**config.mk**
```make
export PLATFORM = sky130hd
export DESIGN_NAME = adsr_dual_envelope_core
export DESIGN_NICKNAME = d
export VERILOG_FILES = /design/src/sv/adsr_pkg.sv /design/src/sv/adsr_dual_envelope_core.sv /design/src/sv/adsr_ctrl.sv /design/src/sv/adsr_dp.sv
export SDC_FILE = /design/constraint.sdc
export NUM_CORES = 2
export LEC_CHECK = 0
export BUFFER_PORTS_ARGS = -buffer_cell sky130_fd_sc_hd__clkbuf_2
export CAP_MARGIN = 20
export CORE_MARGIN = 3
export CORE_UTILIZATION = 45
export DETAILED_ROUTE_END_ITERATION = 10
export PLACE_DENSITY = 0.66
export SLEW_MARGIN = 20
export SYNTH_ARGS = -nofsm -noshare
export SYNTH_HDL_FRONTEND = slang
export SYNTH_SLANG_ARGS = --single-unit
```
**constraint.sdc**
```tcl
create_clock -name clk -period 8.7 [get_ports clk]
set_input_delay 1.305 -clock clk [delete_from_list [all_inputs] [get_ports clk]]
set_output_delay 1.305 -clock clk [all_outputs]
set_load 0.05 [all_outputs]
```
**src/sv/adsr_pkg.sv**
```systemverilog
// Shared types and constants for the dual ADSR envelope core.
// Used by adsr_ctrl, adsr_dp and adsr_dual_envelope_core; no dependencies.
`default_nettype none

package adsr_pkg;

    // Field widths
    localparam int LVL_W       = 16;
    localparam int ELAPSED_W   = 18;
    localparam int CFG_ADDR_W  = 3;
    localparam int IN_TDATA_W  = 16;
    localparam int OUT_TDATA_W = 40;   // 33 payload bits padded to 5 bytes

    // Elapsed counter saturation point
    localparam logic [ELAPSED_W-1:0] ELAPSED_MAX = {ELAPSED_W{1'b1}};

    // Level at the ends of the envelope
    localparam logic [LVL_W-1:0] LEVEL_ZERO = '0;

    // Restoring divider: one quotient bit per cycle
    localparam int DIV_STEPS = LVL_W;
    localparam int DIV_CNT_W = $clog2(DIV_STEPS);
    localparam logic [DIV_CNT_W-1:0] DIV_LAST = DIV_CNT_W'(DIV_STEPS - 1);

    // Configuration register indexes
    localparam logic [CFG_ADDR_W-1:0] REG_ATTACK_LEN    = 3'd0;
    localparam logic [CFG_ADDR_W-1:0] REG_DECAY_LEN     = 3'd1;
    localparam logic [CFG_ADDR_W-1:0] REG_SUSTAIN_LEN   = 3'd2;
    localparam logic [CFG_ADDR_W-1:0] REG_RELEASE_LEN   = 3'd3;
    localparam logic [CFG_ADDR_W-1:0] REG_PEAK_HIGH     = 3'd4;
    localparam logic [CFG_ADDR_W-1:0] REG_PEAK_LOW      = 3'd5;
    localparam logic [CFG_ADDR_W-1:0] REG_SUSTAIN_HIGH  = 3'd6;
    localparam logic [CFG_ADDR_W-1:0] REG_SUSTAIN_LOW   = 3'd7;

    // Controller to datapath commands
    typedef struct packed {
        logic load;      // take time step, advance elapsed, latch boundaries
        logic phase;     // select phase, operands and divider start values
        logic div_step;  // one restoring division step
        logic mul;       // scale level differences by the phase fraction
        logic fin;       // write the result into the output register
    } ctrl_cmd_t;

    // Datapath to controller status
    typedef struct packed {
        logic need_div;  // current phase interpolates (attack, decay, release)
    } dp_stat_t;

endpackage

`default_nettype wire

```
**src/sv/adsr_dual_envelope_core.sv**
```systemverilog
// Top level of the dual ADSR envelope core: joins controller and datapath.
// Depends on adsr_pkg, adsr_ctrl and adsr_dp.
//
//   Channel  Direction  Ports                          Contents
//   s        in         s_tvalid s_tready s_tdata      time_step
//   m        out        m_tvalid m_tready m_tdata      level_high, level_low, still_active
//   cfg      in         cfg_we cfg_addr cfg_wdata      register writes, no read-back
//
// When the phase interpolates (attack, decay, release) an accepted item passes phase
// select, 16 serial divider steps, multiply and output write, in that order. Sustain
// and finished phases skip the divider steps. Input ready returns with the result.
// One item is in flight at a time; the next is accepted once the result sits in
// the output register, which may still be waiting on m_tready.
// Reset clears the elapsed counter, all configuration registers and the output valid.
`default_nettype none

module adsr_dual_envelope_core (
    input  wire logic                                clk,
    input  wire logic                                rst_n,
    input  wire logic                                s_tvalid,
    output logic                                     s_tready,
    input  wire logic [adsr_pkg::IN_TDATA_W-1:0]     s_tdata,   // [15:0] time_step
    output logic                                     m_tvalid,
    input  wire logic                                m_tready,
    // [15:0] level_high, [31:16] level_low, [32] still_active, [39:33] zero
    output logic [adsr_pkg::OUT_TDATA_W-1:0]         m_tdata,
    input  wire logic                                cfg_we,
    input  wire logic [adsr_pkg::CFG_ADDR_W-1:0]     cfg_addr,
    input  wire logic [adsr_pkg::LVL_W-1:0]          cfg_wdata
);

    adsr_pkg::ctrl_cmd_t cmd;
    adsr_pkg::dp_stat_t  stat;

    adsr_ctrl u_ctrl (
        .clk      (clk),
        .rst_n    (rst_n),
        .s_tvalid (s_tvalid),
        .s_tready (s_tready),
        .m_tvalid (m_tvalid),
        .m_tready (m_tready),
        .stat     (stat),
        .cmd      (cmd)
    );

    adsr_dp u_dp (
        .clk       (clk),
        .rst_n     (rst_n),
        .cfg_we    (cfg_we),
        .cfg_addr  (cfg_addr),
        .cfg_wdata (cfg_wdata),
        .s_tdata   (s_tdata),
        .cmd       (cmd),
        .stat      (stat),
        .m_tdata   (m_tdata)
    );

`ifndef SYNTHESIS
    // Only one item in flight: no acceptance in the cycle after a transaction
    a_single_item: assert property (@(posedge clk) disable iff (!rst_n)
        s_tvalid && s_tready |=> !s_tready)
        else $error("input accepted while an item is in flight");

    // Never overwrite a result still waiting on the output side
    a_no_overwrite: assert property (@(posedge clk) disable iff (!rst_n)
        cmd.fin |-> !m_tvalid || m_tready)
        else $error("output register overwritten while stalled");

    // Past the end of release both levels are silent
    a_silent_when_done: assert property (@(posedge clk) disable iff (!rst_n)
        m_tvalid && !m_tdata[32] |-> m_tdata[31:0] == '0)
        else $error("non-zero level reported after envelope end");
`endif

endmodule

`default_nettype wire

```
**src/sv/adsr_ctrl.sv**
```systemverilog
// Sequencing state machine for the dual ADSR envelope core.
// Depends on adsr_pkg for the command and status structs.
`default_nettype none

module adsr_ctrl (
    input  wire logic               clk,
    input  wire logic               rst_n,
    input  wire logic               s_tvalid,
    output logic                    s_tready,
    output logic                    m_tvalid,
    input  wire logic               m_tready,
    input  wire adsr_pkg::dp_stat_t stat,
    output adsr_pkg::ctrl_cmd_t     cmd
);

    typedef enum logic [2:0] {
        ST_IDLE,
        ST_PHASE,
        ST_DIV,
        ST_MUL,
        ST_FIN
    } state_t;

    state_t                          state_reg, state_next;
    logic [adsr_pkg::DIV_CNT_W-1:0]  cnt_reg, cnt_next;
    logic                            oval_reg, oval_next;
    logic                            fin_fire;

    assign s_tready = (state_reg == ST_IDLE);
    assign m_tvalid = oval_reg;
    assign fin_fire = (state_reg == ST_FIN) && (!oval_reg || m_tready);

    // Decode commands from state
    always_comb
    begin
        cmd          = '0;
        cmd.load     = s_tvalid && s_tready;
        cmd.phase    = (state_reg == ST_PHASE);
        cmd.div_step = (state_reg == ST_DIV);
        cmd.mul      = (state_reg == ST_MUL);
        cmd.fin      = fin_fire;
    end

    // Next state, step count and output valid
    always_comb
    begin
        state_next = state_reg;
        cnt_next   = cnt_reg;
        oval_next  = oval_reg;
        if (m_tready)
        begin
            oval_next = 1'b0;
        end
        case (state_reg)
            ST_IDLE:
            begin
                if (s_tvalid)
                begin
                    state_next = ST_PHASE;
                end
            end
            ST_PHASE:
            begin
                cnt_next   = '0;
                state_next = stat.need_div ? ST_DIV : ST_MUL;
            end
            ST_DIV:
            begin
                cnt_next = cnt_reg + 1'b1;
                if (cnt_reg == adsr_pkg::DIV_LAST)
                begin
                    state_next = ST_MUL;
                end
            end
            ST_MUL:
            begin
                state_next = ST_FIN;
            end
            ST_FIN:
            begin
                // hold until the output register is free
                if (fin_fire)
                begin
                    oval_next  = 1'b1;
                    state_next = ST_IDLE;
                end
            end
            default:
            begin
                state_next = ST_IDLE;
            end
        endcase
    end

    always_ff @(posedge clk or negedge rst_n)
    begin
        if (!rst_n)
        begin
            state_reg <= ST_IDLE;
            cnt_reg   <= '0;
            oval_reg  <= 1'b0;
        end
        else
        begin
            state_reg <= state_next;
            cnt_reg   <= cnt_next;
            oval_reg  <= oval_next;
        end
    end

endmodule

`default_nettype wire

```
**src/sv/adsr_dp.sv**
```systemverilog
// Datapath of the dual ADSR envelope core: configuration registers, elapsed
// counter, phase select, serial divider, scaling multipliers and output register.
// Depends on adsr_pkg; driven by adsr_ctrl through ctrl_cmd_t.
`default_nettype none

module adsr_dp (
    input  wire logic                               clk,
    input  wire logic                               rst_n,
    input  wire logic                               cfg_we,
    input  wire logic [adsr_pkg::CFG_ADDR_W-1:0]    cfg_addr,
    input  wire logic [adsr_pkg::LVL_W-1:0]         cfg_wdata,
    input  wire logic [adsr_pkg::IN_TDATA_W-1:0]    s_tdata,
    input  wire adsr_pkg::ctrl_cmd_t                cmd,
    output adsr_pkg::dp_stat_t                      stat,
    output logic [adsr_pkg::OUT_TDATA_W-1:0]        m_tdata
);

    localparam int LW = adsr_pkg::LVL_W;
    localparam int EW = adsr_pkg::ELAPSED_W;

    typedef enum logic [2:0] {
        PH_ATTACK,
        PH_DECAY,
        PH_SUSTAIN,
        PH_RELEASE,
        PH_DONE
    } phase_t;

    // Configuration
    logic [LW-1:0] attack_len_reg, decay_len_reg, sustain_len_reg, release_len_reg;
    logic [LW-1:0] peak_hi_reg, peak_lo_reg, sus_hi_reg, sus_lo_reg;

    // Per-item state
    logic [EW-1:0]   elapsed_reg;
    logic [EW-1:0]   bnd_a_reg, bnd_d_reg, bnd_s_reg, bnd_r_reg;
    logic            active_reg;
    logic [LW-1:0]   len_reg, rem_reg, quo_reg;
    logic [LW-1:0]   p_hi_reg, p_lo_reg, diff_hi_reg, diff_lo_reg;
    logic            up_hi_reg, up_lo_reg;
    logic [2*LW-1:0] prod_hi_reg, prod_lo_reg;
    logic [LW-1:0]   lvl_hi_reg, lvl_lo_reg;
    logic            act_out_reg;

    logic [EW:0]     sum_next;
    logic [EW-1:0]   elapsed_next;
    logic [EW-1:0]   bnd_d_next, bnd_s_next;
    phase_t          phase_next;
    logic [EW-1:0]   start_sel;
    logic [EW-1:0]   pos_full;
    logic [LW-1:0]   len_next;
    logic [LW-1:0]   p_hi_next, q_hi_next, p_lo_next, q_lo_next;
    logic [LW:0]     rem_shift;
    logic            rem_ge;
    logic [LW-1:0]   lvl_hi_next, lvl_lo_next;

    // Write configuration registers
    always_ff @(posedge clk or negedge rst_n)
    begin
        if (!rst_n)
        begin
            attack_len_reg  <= '0;
            decay_len_reg   <= '0;
            sustain_len_reg <= '0;
            release_len_reg <= '0;
            peak_hi_reg     <= '0;
            peak_lo_reg     <= '0;
            sus_hi_reg      <= '0;
            sus_lo_reg      <= '0;
        end
        else if (cfg_we)
        begin
            case (cfg_addr)
                adsr_pkg::REG_ATTACK_LEN:   attack_len_reg  <= cfg_wdata;
                adsr_pkg::REG_DECAY_LEN:    decay_len_reg   <= cfg_wdata;
                adsr_pkg::REG_SUSTAIN_LEN:  sustain_len_reg <= cfg_wdata;
                adsr_pkg::REG_RELEASE_LEN:  release_len_reg <= cfg_wdata;
                adsr_pkg::REG_PEAK_HIGH:    peak_hi_reg     <= cfg_wdata;
                adsr_pkg::REG_PEAK_LOW:     peak_lo_reg     <= cfg_wdata;
                adsr_pkg::REG_SUSTAIN_HIGH: sus_hi_reg      <= cfg_wdata;
                adsr_pkg::REG_SUSTAIN_LOW:  sus_lo_reg      <= cfg_wdata;
                default:                    ;
            endcase
        end
    end

    // Saturating elapsed sum and phase boundaries
    assign sum_next     = {1'b0, elapsed_reg} + (EW+1)'(s_tdata);
    assign elapsed_next = sum_next[EW] ? adsr_pkg::ELAPSED_MAX : sum_next[EW-1:0];
    assign bnd_d_next   = EW'(attack_len_reg) + EW'(decay_len_reg);
    assign bnd_s_next   = bnd_d_next + EW'(sustain_len_reg);

    always_ff @(posedge clk or negedge rst_n)
    begin
        if (!rst_n)
        begin
            elapsed_reg <= '0;
        end
        else if (cmd.load)
        begin
            elapsed_reg <= elapsed_next;
        end
    end

    always_ff @(posedge clk)
    begin
        if (cmd.load)
        begin
            bnd_a_reg <= EW'(attack_len_reg);
            bnd_d_reg <= bnd_d_next;
            bnd_s_reg <= bnd_s_next;
            bnd_r_reg <= bnd_s_next + EW'(release_len_reg);
        end
    end

    // Pick phase, interpolation end points and divider operands
    always_comb
    begin
        phase_next = PH_DONE;
        start_sel  = '0;
        len_next   = '0;
        p_hi_next  = adsr_pkg::LEVEL_ZERO;
        q_hi_next  = adsr_pkg::LEVEL_ZERO;
        p_lo_next  = adsr_pkg::LEVEL_ZERO;
        q_lo_next  = adsr_pkg::LEVEL_ZERO;
        if (elapsed_reg < bnd_a_reg)
        begin
            phase_next = PH_ATTACK;
            len_next   = attack_len_reg;
            q_hi_next  = peak_hi_reg;
            q_lo_next  = peak_lo_reg;
        end
        else if (elapsed_reg < bnd_d_reg)
        begin
            phase_next = PH_DECAY;
            start_sel  = bnd_a_reg;
            len_next   = decay_len_reg;
            p_hi_next  = peak_hi_reg;
            q_hi_next  = sus_hi_reg;
            p_lo_next  = peak_lo_reg;
            q_lo_next  = sus_lo_reg;
        end
        else if (elapsed_reg < bnd_s_reg)
        begin
            phase_next = PH_SUSTAIN;
            p_hi_next  = sus_hi_reg;
            q_hi_next  = sus_hi_reg;
            p_lo_next  = sus_lo_reg;
            q_lo_next  = sus_lo_reg;
        end
        else if (elapsed_reg < bnd_r_reg)
        begin
            phase_next = PH_RELEASE;
            start_sel  = bnd_s_reg;
            len_next   = release_len_reg;
            p_hi_next  = sus_hi_reg;
            p_lo_next  = sus_lo_reg;
        end
    end

    // Position inside the phase is below its length, so it fits a level word
    assign pos_full = elapsed_reg - start_sel;

    // Interpolating phases of the current item need the divider
    assign stat.need_div = (phase_next == PH_ATTACK) || (phase_next == PH_DECAY) ||
                           (phase_next == PH_RELEASE);

    // Restoring division step: quotient of pos * 2^16 / len
    assign rem_shift = {rem_reg, 1'b0};
    assign rem_ge    = rem_shift >= {1'b0, len_reg};

    always_ff @(posedge clk)
    begin
        if (cmd.phase)
        begin
            active_reg  <= (elapsed_reg < bnd_r_reg);
            len_reg     <= len_next;
            rem_reg     <= pos_full[LW-1:0];
            quo_reg     <= '0;
            p_hi_reg    <= p_hi_next;
            p_lo_reg    <= p_lo_next;
            up_hi_reg   <= (q_hi_next >= p_hi_next);
            up_lo_reg   <= (q_lo_next >= p_lo_next);
            diff_hi_reg <= (q_hi_next >= p_hi_next) ? q_hi_next - p_hi_next
                                                    : p_hi_next - q_hi_next;
            diff_lo_reg <= (q_lo_next >= p_lo_next) ? q_lo_next - p_lo_next
                                                    : p_lo_next - q_lo_next;
        end
        else if (cmd.div_step)
        begin
            rem_reg <= rem_ge ? LW'(rem_shift - {1'b0, len_reg}) : rem_shift[LW-1:0];
            quo_reg <= {quo_reg[LW-2:0], rem_ge};
        end
        if (cmd.mul)
        begin
            prod_hi_reg <= diff_hi_reg * quo_reg;
            prod_lo_reg <= diff_lo_reg * quo_reg;
        end
    end

    // Move from the start level towards the end level, truncated towards the start
    assign lvl_hi_next = up_hi_reg ? p_hi_reg + prod_hi_reg[2*LW-1:LW]
                                   : p_hi_reg - prod_hi_reg[2*LW-1:LW];
    assign lvl_lo_next = up_lo_reg ? p_lo_reg + prod_lo_reg[2*LW-1:LW]
                                   : p_lo_reg - prod_lo_reg[2*LW-1:LW];

    // Output register
    always_ff @(posedge clk)
    begin
        if (cmd.fin)
        begin
            lvl_hi_reg  <= lvl_hi_next;
            lvl_lo_reg  <= lvl_lo_next;
            act_out_reg <= active_reg;
        end
    end

    assign m_tdata = {(adsr_pkg::OUT_TDATA_W - 2*LW - 1)'(0), act_out_reg,
                      lvl_lo_reg, lvl_hi_reg};

endmodule

`default_nettype wire
```
==> results.sh <==
export IMPL_status="complete, no violations"
export IMPL_synthCells=4222
export IMPL_diodes=0
export IMPL_clk_pin_slew_worst_paths_ns=0.06
export IMPL_avgSynthCellArea_um2=9.81
export IMPL_cp_cell_sequence="buf_4 > nand2_1 > fa_1 > fa_1 > inv_1 > fa_1 > fa_1 > fa_1 > inv_1 > fa_1 > inv_1 > ha_1 > nand4_1 > nor2_1 > a2111oi_0 > o21bai_1 > o2111ai_1 > a21oi_1 > a2111oi_2 > a21oi_1 > a21oi_1 > xnor2_1"
export IMPL_setup_viol=0
export IMPL_ys_flop_type="edfxtp_1"
export IMPL_synth_cell_types=83
export IMPL_critPathMaxFanout=19
export IMPL_ios=82
export IMPL_place_inst=5346
export IMPL_critPathMaxStageDelay_ns=0.69
export IMPL_gr_total_overflow=0
export IMPL_multiInputGateArea_um2=27100
export IMPL_placed_area_um2=42900
export IMPL_io_buffers=74
export IMPL_worst_slack_ns=1.44
export IMPL_finalHoldViolCount=0
export IMPL_cts_hold_buf=0
export IMPL_cp_num_buf_inv=4
export IMPL_ys_seq_area_share_pct=27.0
export IMPL_place_ws_ns=1.36
export IMPL_rows=110
export IMPL_yosysTopAreaCell="fa_1"
export IMPL_syn_to_final_growth_pct=7.89
export IMPL_fin_crit_sh_pct=83.4
export IMPL_slew_headroom_pct=28.6
export IMPL_cts_post_setup_buffers_inserted=0
export IMPL_drt_total_wl_um=102000
export IMPL_final_antenna_net_count=0
export IMPL_fin_cells=5437
export IMPL_cts_buffer_depth=3
export IMPL_max_clock_freq_mhz=138
export IMPL_grt_pass1_vias=30500
export IMPL_antenna_found_initial=2
export IMPL_vias=29900
export IMPL_first_pass_iters=8
export IMPL_synthesis_area_um2=41400
export IMPL_cts_sinks=403
export IMPL_tns_ns=0
export IMPL_grt_max_degree=79
export IMPL_crit_type="register to register"
export IMPL_cp_common_cell="fa_1"
export IMPL_clock_skew_ns=0.0348
export IMPL_start_util_pct=45.7
export IMPL_period_minus_slack_ns=7.26
export IMPL_critPathLaunchType="register"
export IMPL_gp_congestion=0.894
export IMPL_grt_pass1_wl_um=165000
export IMPL_synth_seq_cells=403
export IMPL_critPathTopFamily="adder cells"
export IMPL_ys_warn_count=0
export IMPL_core_area_um2=90600
export IMPL_drive_above_1_share_pct=8.75
export IMPL_hold_class="register to register"
export IMPL_rsz0062_at_grt="no"
export IMPL_drv_slew=0
export IMPL_cts_htree_levels=2
export IMPL_layout_nets=5116
export IMPL_die_w_um=309
export IMPL_cts_buffers=48
export IMPL_ff_latch_area_um2=11200
export IMPL_synth_edf_count=233
export IMPL_nFillCells=8361
export IMPL_post_drt_wl_per_cell_um=18.7
export IMPL_stdcell_area_um2=44700
export IMPL_synth_area_top_cells="fa_1 (19%), edfxtp_1 (17%), ha_1 (14%)"
export IMPL_cp_end_kind="register"
export IMPL_cap_violations=0
export IMPL_ctsResizeCount=0
export IMPL_dp_hpwl_um=78700
export IMPL_cts_tree="done"
export IMPL_async_reset_ff_share_pct=38.2
export IMPL_yosysTopAreaCellShare_pct=19.2
export IMPL_drc=0
export IMPL_worstSkewPairLatency_ns=0.62
export IMPL_drt_iter0_drc=1848
export IMPL_grt_use_total_pct=21.6
export IMPL_cp_arrival_ns=7.62
export IMPL_root_buffer="clkbuf_16"
export IMPL_required_ns=9.06
export IMPL_via_per_inst=5.50
export IMPL_die_h_um=309
export IMPL_crit_path_top_delay_cell="dfxtp_1"
export IMPL_worstMarginPinSlew_ns=1.06
export IMPL_die_area_um2=95700
[cells in the mapped netlist (19+ instances only)]
cell type	count
o21ai_0	122
ha_1	457
nand4_1	24
and3_1	22
nand2b_1	24
fa_1	398
a22oi_1	31
a22o_1	50
a31oi_1	55
o21bai_1	27
nand2_1	410
nor2b_1	35
o21a_1	29
a21o_1	82
xnor2_1	111
clkbuf_1	144
nor3_1	53
dfrtp_1	154
mux2_2	133
a21oi_1	170
a211oi_1	19
and2_1	256
nor2_1	147
xor2_1	81
inv_1	666
edfxtp_1	233
nand3_1	55
[final cells by class]
class / count / area share (%)
flip-flops and latches: 403 / 25.0
inverters: 667 / 5.61
clock inverters: 31 / 0.963
multi-input cells: 2991 / 60.7
clock buffers: 59 / 2.94
repair buffers: 110 / 1.46
well taps: 1176 / 3.29
[layout by cell type, fill, tap and decap left out, types with 17 or more instances in the layout]
master and n:
a211oi_1 19, nor3_1 51, and3_1 21, nand4_1 24, clkbuf_2 73, edfxtp_1 233, a21o_1 82, nand2b_1 24
ha_1 457, nand2_1 410, a31oi_1 55, fa_1 398, nor2b_1 35, o211ai_1 17, a22o_1 50, mux2_2 133
clkbuf_16 49, dfrtp_1 154, o21ai_0 122, o21bai_1 27, buf_4 34, xnor2_1 111, o21a_1 29, xor2_1 81
a21oi_1 169, and2_1 256, a22oi_1 31, inv_1 664, nand3_1 55, nor2_1 145
[stage by stage]
step           hold slack (ns)  util [%]
2_1_floorplan            0.400         -
3_3_place_gp             0.412      47.4
3_5_place_dp             0.427      47.4
4_1_cts                  0.442      49.3
5_1_grt                  0.457      49.3
6_report                 0.433      49.3
[per-layer routing]
metal | up-vias | global-route usage, % | wire length, um
met2 | 682 | 37.1 | 49300
met5 | - | 0 | 13
met1 | 15000 | 28.7 | 44400
li1 | 14000 | - | -
met4 | 2 | 7.29 | 3560
met3 | 176 | 2.32 | 4430
[final timing paths]
| path | from | to | slack (ns) | cells after the start |
|---|---|---|---|---|
| max | u_dp.quo_reg[9] | u_dp.prod_hi_reg[31] | 1.44 | 22 |
| min | u_dp.active_reg | u_dp.act_out_reg | 0.43 | 0 |
| max reg2reg | u_dp.quo_reg[9] | u_dp.prod_hi_reg[31] | 1.44 | 22 |
| min reg2reg | u_dp.active_reg | u_dp.act_out_reg | 0.43 | 0 |
| max in group asynchronous | rst_n | u_dp.decay_len_reg[6] | 6.69 | 2 |
| min in group asynchronous | rst_n | u_dp.elapsed_reg[10] | 0.74 | 1 |
[logic make-up (layout without fill, tap and decap cells)]
family | Yosys count | in the layout | share of synthesized area (%)
adder cells (fa/ha/maj) | 855 | 855 | 33.1
AND/OR/NAND/NOR | 1079 | 1079 | 12.8
other | 1 | 7 | 0.00906
AO/OA/AOI/OAI | 707 | 707 | 11.4
buffers and inverters | 834 | 867 | 7.70
flip-flops | 403 | 403 | 27.0
multiplexers | 151 | 151 | 4.07
XOR/XNOR | 192 | 192 | 4.06
Power is left out: the tool's default activity adds up to more than one toggle a clock period on the data nets, which glitch-free logic cannot reach.
